--- config.mk ---
export PLATFORM = sky130hd
export DESIGN_NAME = disc_meter_pulse_power_energy
export DESIGN_NICKNAME = d
export VERILOG_FILES = /design/src/sv/dmppe_pkg.sv /design/src/sv/disc_meter_pulse_power_energy.sv /design/src/sv/dmppe_div.sv
export SDC_FILE = /design/constraint.sdc
export NUM_CORES = 2
export LEC_CHECK = 0
export BUFFER_PORTS_ARGS = -buffer_cell sky130_fd_sc_hd__buf_2
export CORE_UTILIZATION = 40
export DETAILED_ROUTE_END_ITERATION = 8
export PLACE_DENSITY = 0.57
export SYNTH_ARGS = -nofsm -noshare
export SYNTH_HDL_FRONTEND = slang
export SYNTH_SLANG_ARGS = --single-unit
--- constraint.sdc ---
create_clock -name i_clk -period 9.8 [get_ports i_clk]
set_clock_uncertainty 0.1 [all_clocks]
set_input_delay 1.96 -clock i_clk [delete_from_list [all_inputs] [get_ports i_clk]]
set_output_delay 1.96 -clock i_clk [all_outputs]
set_load 0.05 [all_outputs]
--- src/sv/dmppe_pkg.sv ---
// Package with the shared types and constants of the disc meter pulse, power and energy block.
package dmppe_pkg;

    localparam int DIV_W = 49;
    localparam int DEN_W = 48;

    localparam logic [38:0] CW_PER_ROT_MS = 39'd360000000000;
    localparam logic [16:0] CWH_PER_KWH   = 17'd100000;

    localparam logic [2:0] REG_THRESHOLD   = 3'd0;
    localparam logic [2:0] REG_OFF_TOL     = 3'd1;
    localparam logic [2:0] REG_ON_TOL      = 3'd2;
    localparam logic [2:0] REG_DEBOUNCE    = 3'd3;
    localparam logic [2:0] REG_ROT_PER_KWH = 3'd4;
    localparam logic [2:0] REG_CAL_MODE    = 3'd5;
    localparam logic [2:0] REG_MIN_SPAN    = 3'd6;
    localparam logic [2:0] REG_CAPTURE     = 3'd7;

    localparam logic [1:0] CMD_ANALOG  = 2'd0;
    localparam logic [1:0] CMD_DIGITAL = 2'd1;
    localparam logic [1:0] CMD_CAL     = 2'd2;

    typedef enum logic [3:0] {
        S_IDLE,
        S_PMUL,
        S_PSTART,
        S_PWAIT,
        S_EMUL,
        S_ESTART,
        S_EWAIT,
        S_OUT
    } t_state;

    typedef struct packed {
        logic busy;
        logic done;
    } t_div_stat;

endpackage

--- src/sv/disc_meter_pulse_power_energy.sv ---
// Top level of the disc meter pulse, power and energy block.
//
// Items arrive on the s_axis channel: tuser carries the command (analog
// sample, digital level or calibration start) and tdata the sample, the
// digital level and the millisecond timestamp. Each accepted beat gives
// exactly one result beat on the m_axis channel with the qualified level,
// the rotation flags, power, rotation count, energy and calibration status.
// Configuration registers are written and read through the APB-style port;
// pready is always high and register i lies at byte address 4*i.
// The comparator, debounce and calibration updates are settled in the cycle
// the beat is accepted. A shared restoring divider then computes the power
// (only on a counted rotation) and the energy after a registered multiply;
// each division runs 49 quotient steps. The next input beat is taken only
// after the previous result has gone to the output register; s_axis_tready
// is high only while the sequencer is idle.
// The result sits in an output register, so the sequencer returns to idle
// while a result waits; it holds the next result until the receiver takes
// the previous one. A synchronous reset loads the register reset values,
// clears all edge and rotation state and leaves calibration idle.
module disc_meter_pulse_power_energy
    import dmppe_pkg::*;
#(
    parameter int MAX_CAL_ROUNDS = 3
)
(
    input  logic         i_clk,
    input  logic         i_rst_n,
    input  logic         s_axis_tvalid,
    output logic         s_axis_tready,
    // tdata, lowest bit up: sample[15:0], digital_level[16], time_ms[48:17]
    input  logic [55:0]  s_axis_tdata,
    // tuser: cmd[1:0]
    input  logic [1:0]   s_axis_tuser,
    output logic         m_axis_tvalid,
    input  logic         m_axis_tready,
    // tdata, lowest bit up: level[0], rotation_seen[1], edge_rejected[2],
    // power_cw[41:3], rotation_count[73:42], energy_cwh[122:74],
    // cal_running[123], cal_done[124], cal_failed[125], cal_span[141:126],
    // threshold_in_use[157:142]
    output logic [159:0] m_axis_tdata,
    input  logic         psel,
    input  logic         penable,
    input  logic         pwrite,
    input  logic [4:0]   paddr,
    input  logic [31:0]  pwdata,
    output logic [31:0]  prdata,
    output logic         pready
);

    localparam logic [1:0] MAX_ROUNDS = 2'(MAX_CAL_ROUNDS);

    // Configuration registers.
    logic [15:0] r_threshold, r_off_tol, r_on_tol, r_debounce, r_rpk, r_min_span, r_capture;
    logic        r_cal_mode;

    // Block state.
    logic        r_last_level, n_last_level;
    logic [31:0] r_edge_time, n_edge_time;
    logic        r_edge_valid, n_edge_valid;
    logic [31:0] r_rise_time, n_rise_time;
    logic        r_rise_valid, n_rise_valid;
    logic [31:0] r_total, n_total;
    logic [15:0] r_cal_cnt, n_cal_cnt;
    logic [1:0]  r_cal_round, n_cal_round;
    logic [15:0] r_max, n_max;
    logic [15:0] r_min, n_min;
    logic [15:0] r_act_thr, n_act_thr;

    // Per-item results held until the output beat is built.
    logic        r_seen, n_seen;
    logic        r_rej, n_rej;
    logic        r_done, n_done;
    logic        r_fail, n_fail;
    logic [15:0] r_span, n_span;
    logic [31:0] r_period, n_period;
    logic [38:0] r_power;
    logic [48:0] r_energy;

    logic [DIV_W-1:0] r_num;
    logic [DEN_W-1:0] r_den;

    t_state r_state, n_state;
    logic   r_ovalid;
    logic [159:0] r_odata;

    logic        div_start;
    t_div_stat   div_stat;
    logic [DIV_W-1:0] div_quo;

    logic        accept, cfg_wr;
    logic [1:0]  cmd;
    logic [15:0] smp;
    logic        dig;
    logic [31:0] now;
    logic [16:0] hi_bound;
    logic [15:0] bound;
    logic        lvl;
    logic [15:0] rpk_nz;
    logic [15:0] cnt_inc;
    logic [15:0] span_val;
    logic [16:0] mid_sum;
    logic [31:0] low_time;
    logic [31:0] per_raw;

    assign accept = s_axis_tvalid && s_axis_tready;
    assign cfg_wr = psel && penable && pwrite && pready;
    assign cmd    = s_axis_tuser;
    assign smp    = s_axis_tdata[15:0];
    assign dig    = s_axis_tdata[16];
    assign now    = s_axis_tdata[48:17];
    assign rpk_nz = (r_rpk == 16'd0) ? 16'd1 : r_rpk;
    assign pready = 1'b1;

    always_comb begin
        unique case (paddr[4:2])
            REG_THRESHOLD:   prdata = {16'd0, r_threshold};
            REG_OFF_TOL:     prdata = {16'd0, r_off_tol};
            REG_ON_TOL:      prdata = {16'd0, r_on_tol};
            REG_DEBOUNCE:    prdata = {16'd0, r_debounce};
            REG_ROT_PER_KWH: prdata = {16'd0, r_rpk};
            REG_CAL_MODE:    prdata = {31'd0, r_cal_mode};
            REG_MIN_SPAN:    prdata = {16'd0, r_min_span};
            REG_CAPTURE:     prdata = {16'd0, r_capture};
            default:         prdata = 32'd0;
        endcase
    end

    // Item update: comparator, edge qualification and calibration tracking.
    always_comb begin
        n_last_level = r_last_level;
        n_edge_time  = r_edge_time;
        n_edge_valid = r_edge_valid;
        n_rise_time  = r_rise_time;
        n_rise_valid = r_rise_valid;
        n_total      = r_total;
        n_cal_cnt    = r_cal_cnt;
        n_cal_round  = r_cal_round;
        n_max        = r_max;
        n_min        = r_min;
        n_act_thr    = r_act_thr;
        n_seen       = r_seen;
        n_rej        = r_rej;
        n_done       = r_done;
        n_fail       = r_fail;
        n_span       = r_span;
        n_period     = r_period;

        // The high bound saturates at full scale, the low bound at zero.
        hi_bound = {1'b0, r_act_thr} + {1'b0, r_on_tol};
        if (r_last_level) begin
            bound = (r_act_thr >= r_off_tol) ? (r_act_thr - r_off_tol) : 16'd0;
        end else begin
            bound = hi_bound[16] ? 16'hFFFF : hi_bound[15:0];
        end
        lvl      = (cmd == CMD_ANALOG) ? (smp > bound) : dig;
        low_time = now - r_edge_time;
        per_raw  = now - r_rise_time;
        cnt_inc  = r_cal_cnt + 16'd1;
        span_val = 16'd0;
        mid_sum  = 17'd0;

        if (accept) begin
            n_seen = 1'b0;
            n_rej  = 1'b0;
            n_done = 1'b0;
            n_fail = 1'b0;
            n_span = 16'd0;
            if ((cmd == CMD_ANALOG || cmd == CMD_DIGITAL) && lvl != r_last_level) begin
                if (!r_cal_mode) begin
                    if (lvl) begin
                        if (!r_rise_valid) begin
                            // The first rising edge only leaves its time stamp.
                            n_rise_time  = now;
                            n_rise_valid = 1'b1;
                        end else if (r_edge_valid && low_time < {16'd0, r_debounce}) begin
                            n_rej = 1'b1;
                        end else begin
                            n_seen      = 1'b1;
                            n_period    = (per_raw == 32'd0) ? 32'd1 : per_raw;
                            n_rise_time = now;
                            if (r_total != 32'hFFFF_FFFF) begin
                                n_total = r_total + 32'd1;
                            end
                        end
                    end
                    n_edge_time  = now;
                    n_edge_valid = 1'b1;
                end
                n_last_level = lvl;
            end

            if (cmd == CMD_ANALOG && r_cal_cnt < r_capture) begin
                if (r_cal_cnt == 16'd0) begin
                    n_cal_round = r_cal_round + 2'd1;
                    n_max       = smp;
                    n_min       = smp;
                end else begin
                    if (smp > r_max) n_max = smp;
                    if (smp < r_min) n_min = smp;
                end
                n_cal_cnt = cnt_inc;
                if (cnt_inc == r_capture) begin
                    span_val = n_max - n_min;
                    mid_sum  = {1'b0, n_min} + {1'b0, n_max};
                    if (span_val >= r_min_span) begin
                        n_act_thr = mid_sum[16:1];
                        n_done    = 1'b1;
                        n_span    = span_val;
                    end else if (n_cal_round < MAX_ROUNDS) begin
                        n_cal_cnt = 16'd0;
                    end else begin
                        n_done = 1'b1;
                        n_fail = 1'b1;
                        n_span = span_val;
                    end
                end
            end else if (cmd == CMD_CAL) begin
                n_cal_cnt   = 16'd0;
                n_cal_round = 2'd0;
            end
        end

        // Side effects of configuration writes.
        if (cfg_wr) begin
            if (paddr[4:2] == REG_THRESHOLD) begin
                n_act_thr = pwdata[15:0];
            end
            if (paddr[4:2] == REG_CAL_MODE && pwdata[0]) begin
                n_edge_valid = 1'b0;
                n_rise_valid = 1'b0;
                n_edge_time  = 32'd0;
                n_rise_time  = 32'd0;
            end
            if (paddr[4:2] == REG_CAPTURE) begin
                n_cal_cnt = pwdata[15:0];
            end
        end
    end

    always_ff @(posedge i_clk) begin
        if (!i_rst_n) begin
            r_threshold <= 16'd0;
            r_off_tol   <= 16'd0;
            r_on_tol    <= 16'd0;
            r_debounce  <= 16'd0;
            r_rpk       <= 16'd75;
            r_cal_mode  <= 1'b0;
            r_min_span  <= 16'd6;
            r_capture   <= 16'd6000;
        end else if (cfg_wr) begin
            unique case (paddr[4:2])
                REG_THRESHOLD:   r_threshold <= pwdata[15:0];
                REG_OFF_TOL:     r_off_tol   <= pwdata[15:0];
                REG_ON_TOL:      r_on_tol    <= pwdata[15:0];
                REG_DEBOUNCE:    r_debounce  <= pwdata[15:0];
                REG_ROT_PER_KWH: r_rpk       <= pwdata[15:0];
                REG_CAL_MODE:    r_cal_mode  <= pwdata[0];
                REG_MIN_SPAN:    r_min_span  <= pwdata[15:0];
                REG_CAPTURE:     r_capture   <= pwdata[15:0];
                default:         r_cal_mode  <= r_cal_mode;
            endcase
        end
    end

    always_ff @(posedge i_clk) begin
        if (!i_rst_n) begin
            r_last_level <= 1'b0;
            r_edge_time  <= 32'd0;
            r_edge_valid <= 1'b0;
            r_rise_time  <= 32'd0;
            r_rise_valid <= 1'b0;
            r_total      <= 32'd0;
            r_cal_cnt    <= 16'd6000;
            r_cal_round  <= 2'd0;
            r_max        <= 16'd0;
            r_min        <= 16'd0;
            r_act_thr    <= 16'd0;
            r_seen       <= 1'b0;
            r_rej        <= 1'b0;
            r_done       <= 1'b0;
            r_fail       <= 1'b0;
        end else begin
            r_last_level <= n_last_level;
            r_edge_time  <= n_edge_time;
            r_edge_valid <= n_edge_valid;
            r_rise_time  <= n_rise_time;
            r_rise_valid <= n_rise_valid;
            r_total      <= n_total;
            r_cal_cnt    <= n_cal_cnt;
            r_cal_round  <= n_cal_round;
            r_max        <= n_max;
            r_min        <= n_min;
            r_act_thr    <= n_act_thr;
            r_seen       <= n_seen;
            r_rej        <= n_rej;
            r_done       <= n_done;
            r_fail       <= n_fail;
        end
    end

    always_ff @(posedge i_clk) begin
        r_span   <= n_span;
        r_period <= n_period;
    end

    // Sequencer around the shared divider.
    always_comb begin
        n_state   = r_state;
        div_start = 1'b0;
        unique case (r_state)
            S_IDLE:   if (accept) n_state = n_seen ? S_PMUL : S_EMUL;
            S_PMUL:   n_state = S_PSTART;
            S_PSTART: begin
                div_start = 1'b1;
                n_state   = S_PWAIT;
            end
            S_PWAIT:  if (div_stat.done) n_state = S_EMUL;
            S_EMUL:   n_state = S_ESTART;
            S_ESTART: begin
                div_start = 1'b1;
                n_state   = S_EWAIT;
            end
            S_EWAIT:  if (div_stat.done) n_state = S_OUT;
            S_OUT:    if (!r_ovalid || m_axis_tready) n_state = S_IDLE;
            default:  n_state = S_IDLE;
        endcase
    end

    always_ff @(posedge i_clk) begin
        if (!i_rst_n) begin
            r_state <= S_IDLE;
        end else begin
            r_state <= n_state;
        end
    end

    always_ff @(posedge i_clk) begin
        if (r_state == S_IDLE && accept) begin
            r_power <= 39'd0;
        end
        if (r_state == S_PMUL) begin
            r_num <= {10'd0, CW_PER_ROT_MS};
            r_den <= r_period * rpk_nz;
        end
        if (r_state == S_PWAIT && div_stat.done) begin
            r_power <= div_quo[38:0];
        end
        if (r_state == S_EMUL) begin
            r_num <= r_total * CWH_PER_KWH;
            r_den <= {32'd0, rpk_nz};
        end
        if (r_state == S_EWAIT && div_stat.done) begin
            r_energy <= div_quo;
        end
    end

    dmppe_div u_div (
        .i_clk   (i_clk),
        .i_rst_n (i_rst_n),
        .i_start (div_start),
        .i_num   (r_num),
        .i_den   (r_den),
        .o_stat  (div_stat),
        .o_quo   (div_quo)
    );

    // Output register: the result beat waits here while the block goes idle.
    always_ff @(posedge i_clk) begin
        if (!i_rst_n) begin
            r_ovalid <= 1'b0;
        end else if (r_state == S_OUT && (!r_ovalid || m_axis_tready)) begin
            r_ovalid <= 1'b1;
        end else if (m_axis_tready) begin
            r_ovalid <= 1'b0;
        end
    end

    always_ff @(posedge i_clk) begin
        if (r_state == S_OUT && (!r_ovalid || m_axis_tready)) begin
            r_odata <= {2'b00, r_act_thr, r_span, r_fail, r_done,
                        (r_cal_cnt < r_capture), r_energy, r_total, r_power,
                        r_rej, r_seen, r_last_level};
        end
    end

    assign s_axis_tready = (r_state == S_IDLE);
    assign m_axis_tvalid = r_ovalid;
    assign m_axis_tdata  = r_odata;

`ifndef ASSERT_OFF
    a_seen_not_rej: assert property (@(posedge i_clk) disable iff (!i_rst_n)
        m_axis_tvalid |-> !(m_axis_tdata[1] && m_axis_tdata[2]))
        else $error("rotation counted and rejected on the same beat");
    a_fail_needs_done: assert property (@(posedge i_clk) disable iff (!i_rst_n)
        m_axis_tvalid && m_axis_tdata[125] |-> m_axis_tdata[124])
        else $error("calibration failure reported without done");
    a_div_done_waiting: assert property (@(posedge i_clk) disable iff (!i_rst_n)
        div_stat.done |-> (r_state == S_PWAIT || r_state == S_EWAIT))
        else $error("divider finished outside a wait state");
    a_start_idle_div: assert property (@(posedge i_clk) disable iff (!i_rst_n)
        div_start |-> !div_stat.busy)
        else $error("divider started while busy");
`endif

endmodule

--- src/sv/dmppe_div.sv ---
// Restoring divider that produces one quotient bit per cycle.
module dmppe_div
    import dmppe_pkg::*;
(
    input  logic               i_clk,
    input  logic               i_rst_n,
    input  logic               i_start,
    input  logic [DIV_W-1:0]   i_num,
    input  logic [DEN_W-1:0]   i_den,
    output t_div_stat          o_stat,
    output logic [DIV_W-1:0]   o_quo
);

    localparam int CNT_W = $clog2(DIV_W + 1);
    localparam logic [CNT_W-1:0] STEPS = CNT_W'(DIV_W);

    logic [DIV_W-1:0] r_rem, n_rem;
    logic [DIV_W-1:0] r_quo, n_quo;
    logic [DEN_W-1:0] r_den;
    logic [CNT_W-1:0] r_cnt;
    logic             r_busy;
    logic             r_done;
    logic [DIV_W:0]   trial;
    logic             fits;

    always_comb begin
        trial = {r_rem, r_quo[DIV_W-1]};
        fits  = trial >= {2'b00, r_den};
        n_rem = fits ? DIV_W'(trial - {2'b00, r_den}) : trial[DIV_W-1:0];
        n_quo = {r_quo[DIV_W-2:0], fits};
    end

    always_ff @(posedge i_clk) begin
        if (!i_rst_n) begin
            r_busy <= 1'b0;
            r_done <= 1'b0;
            r_cnt  <= '0;
        end else begin
            r_done <= 1'b0;
            if (i_start) begin
                r_busy <= 1'b1;
                r_cnt  <= STEPS;
                r_rem  <= '0;
                r_quo  <= i_num;
                r_den  <= i_den;
            end else if (r_busy) begin
                r_rem <= n_rem;
                r_quo <= n_quo;
                r_cnt <= r_cnt - 1'b1;
                if (r_cnt == CNT_W'(1)) begin
                    r_busy <= 1'b0;
                    r_done <= 1'b1;
                end
            end
        end
    end

    assign o_stat.busy = r_busy;
    assign o_stat.done = r_done;
    assign o_quo       = r_quo;

endmodule
==> results.txt <==
The flow ran to the end, and the final reports show no timing, DRC or antenna violations. Summing the areas of all fa, ha and maj instances in the mapped netlist gives 26.7% of the synthesized area. The synthesized netlist devotes 15.2% of its cell area to simple gates. In the final design database the tool counted 8281 nets.

The path class of the tightest hold or removal check is reg2reg. The synthesized design contains 826 register bits. The max-capacitance violation count came out at 0. The cell at the root of the clock tree was sky130_fd_sc_hd__clkbuf_16. STA puts the critical path data required time at 10210 ps. Across all register-to-register paths, the minimum setup slack is 1560 ps.

In this run, post-CTS repair resized a total of 0 instances. The synthesized netlist occupies a cell area of 66000 um^2. For this block, the routed nets add up to 184 mm of wire. The run gives 0 as the number of hold violations in the final report. TritonCTS built the clock tree. The run gives 3 as the number of levels in the clock H-tree.

Length of the first detailed-routing pass in iterations: 6. The count of nets left with antenna violations once routing finished came out at 0. Global routing used 21.8% of the available tracks across all layers.

Timing would allow up to 0.117 GHz. The tools report the clock latency reported for the late side of the worst-skew pair as 760 ps. The combinational family with the most area after synthesis was adder cells. After detailed routing, the average wire length per cell comes to 19.7 um.

The tools report the remaining routing DRC violations as 0. The synthesized design contains 500 enable-type register cells. The compound-gate portion of the synthesized area was 12.1%. Counting along the longest clock path gives a buffer depth of 3. Buffers placed on the I/O ports in this run total 252. At the pin with the least slew margin, the transition time is 1320 ps. For the count of pins over their slew limit, the log shows 0. The highest fanout seen on the critical path is 14, and the growth of design area from synthesis to finish is 9.78%.

Counting distinct cell types in the post-synthesis netlist gives 92. On the worst path, the slowest cell contributes a delay of 600 ps. The tools report the I/O pin total as 297. The starting density of the core is 40.4%, and the aggregate global routing overflow is 0. STA classifies the critical path endpoint as a register.

Setup repair after global routing left no endpoint under its margin. The synthesized design devotes to its leading area cell type 22.8% of total area. The run gives 826 as the clock sink count. After synthesis, the most frequently instantiated cells are sky130_fd_sc_hd__nand2_1 (963), sky130_fd_sc_hd__inv_1 (923), sky130_fd_sc_hd__ha_1 (556), sky130_fd_sc_hd__fa_1 (533), sky130_fd_sc_hd__edfxtp_1 (500).

The area of the core is 163000 um^2, and the via count of the first global-routing pass is 48300. The logs give 49200 for the via total after detailed routing and 138 mm for the post-DP HPWL. Multiplexer cells account for 2.75% of the synthesized area.

Category of the most critical setup path: in2reg. Entering global routing, the biggest net connects 148 pins. The static leakage is 31.2 nW, and the final RePlAce weighted congestion is 0.940. The cell with the biggest individual delay on the critical path was sky130_fd_sc_hd__nand4_1.

The die width works out to 408 um. The worst pin sits at a relative slew slack of 11.9%. The cell that appears most often on the critical path is sky130_fd_sc_hd__a21oi_1.

Sequential cells were found to cover 32.7% of the synthesized design area. The cell with the most instances after synthesis was sky130_fd_sc_hd__nand2_1. The number of CTS-inserted buffers is 92. After clock tree synthesis, the flow added hold-fix buffers numbering 0.

Dividing total power by cell area gives a power density of 136 nW/um^2. The via density per instance was 5.26; the global-route wire length before repair was 283 mm. Setup violations remaining at the end of the flow were counted as 0.

The minimum clock period works out to 8540 ps. The arrival time of the worst setup path came out at 8950 ps. The sum of negative setup slack is 0 ps. The maximum vdd drop is 0.143 mV, and the post-synthesis instance total is 6995.

Each instance of the synthesized netlist takes up on average 9.43 um^2. The die is 408 um tall. Row generation in the floorplan step produced 148 rows.

In the post-synthesis netlist, the biggest area contributors are sky130_fd_sc_hd__edfxtp_1 (23%), sky130_fd_sc_hd__fa_1 (16%), sky130_fd_sc_hd__ha_1 (11%). The fraction of registers with async set/reset is 0%, and the post-CTS setup-driven buffer insertion count is 0. The xor and xnor fraction of the mapped netlist area works out to 3.18%. The dominant cell type by area after synthesis is sky130_fd_sc_hd__edfxtp_1. The first routing iteration left 3992 violations.

The final critical path takes up 87.1% of the cycle. The worst setup path is launched from an input port. For the initial antenna violation count, the log shows 12. The tightest hold path in the finished design has a slack of 288 ps. Cells with a size suffix above 1 make up 7.79% of the layout. The die covers 167000 um^2.

After clock tree synthesis, the clock-pin slew on the worst setup and hold paths is 60 ps. The run gives 0 as the number of synthesis warnings. The dominant synthesized flop cell is sky130_fd_sc_hd__edfxtp_1.
## critical path: cells and delay by family
family	cells	cell delay, ps
AO/OA/AOI/OAI	19	4090
adder cells (fa/ha/maj)	3	1040
AND/OR/NAND/NOR	5	960
multiplexers	1	360
buffers and inverters	2	310
XOR/XNOR	1	190
## power breakdown
group / internal [W] / total (W) / switching (W)
Combinational: 0.000774 / 0.00210 / 0.00132
Sequential: 0.00397 / 0.00409 / 0.000115
Clock: 0.00208 / 0.00363 / 0.00156
## per-layer routing
metal | up-vias | track usage (%) | share of wire, %
li1 | 23600 | - | -
met1 | 23900 | 31.1 | 47
met2 | 1399 | 33.3 | 44
met3 | 234 | 4.47 | 7.2
met4 | 0 | 5.78 | 2.4
met5 | - | 0 | 0
## layout by cell type (no fill, tap or decap), drive strengths merged, types with 228 or more instances in the layout
master / Yosys / layout
nand2: 963 / 963
inv: 925 / 928
ha: 556 / 556
fa: 533 / 533
edfxtp: 500 / 500
a21oi: 471 / 471
nor2: 355 / 355
dfxtp: 326 / 326
buf: 52 / 315
and2: 288 / 288
o21ai: 228 / 228
## state kept, by name, indices dropped and copies added (netlist names), 39 cells and up
signal        count
u_div.r_rem      49
u_div.o_quo      49
r_num            44
r_power          39
u_div.r_den      48
r_energy         49
m_axis_tdata    158
r_den            48
## metrics by stage
| step | cells | cell area, um^2 | util, % | worst slack, ps | power (W) |
|---|---|---|---|---|---|
| 2_1_floorplan | 7012 | 66000 | - | 431 | 0.00567 |
| 6_report | 9347 | 72400 | 44.4 | 1260 | 0.00982 |
| 4_1_cts | 9342 | 72400 | 44.4 | 1380 | 0.00991 |
| 3_3_place_gp | 9171 | 69200 | 42.4 | 559 | 0.00622 |
| 3_5_place_dp | 9171 | 69200 | 42.4 | 639 | 0.00625 |
| 5_1_grt | 9345 | 72400 | 44.4 | 563 | 0.0103 |
## area by class of cell
type                    instances  area, um^2
multi-input cells            4930       39700
inverters                     925        3480
well taps                    2175        2720
flip-flops and latches        826       21500
clock buffers                 120        2480
repair buffers                315        1750
diodes                          5        12.5
clock inverters                51         701
fillers                     15700       90700
## cell families (layout without fill, tap and decap cells)
kind of cell / after synthesis / in the layout
adders and majority gates: 1089 / 1089
buffers and inverters: 1256 / 1411
and+or+nand+nor: 2146 / 2146
other: 2 / 24
DFF: 826 / 826
AOI/OAI and AO/OA: 1263 / 1263
xor gates and xnor gates: 235 / 235
muxes: 178 / 178
## worst paths after layout
kind	cells after the start	end	start
setup / recovery	31	r_span[14]	s_axis_tdata[9]
hold / removal	0	r_energy[47]	u_div.o_quo[47]
setup reg to reg	23	r_den[44]	r_rpk[3]
hold reg to reg	0	r_energy[47]	u_div.o_quo[47]
Note: power is estimated with default switching activity, not from simulation.
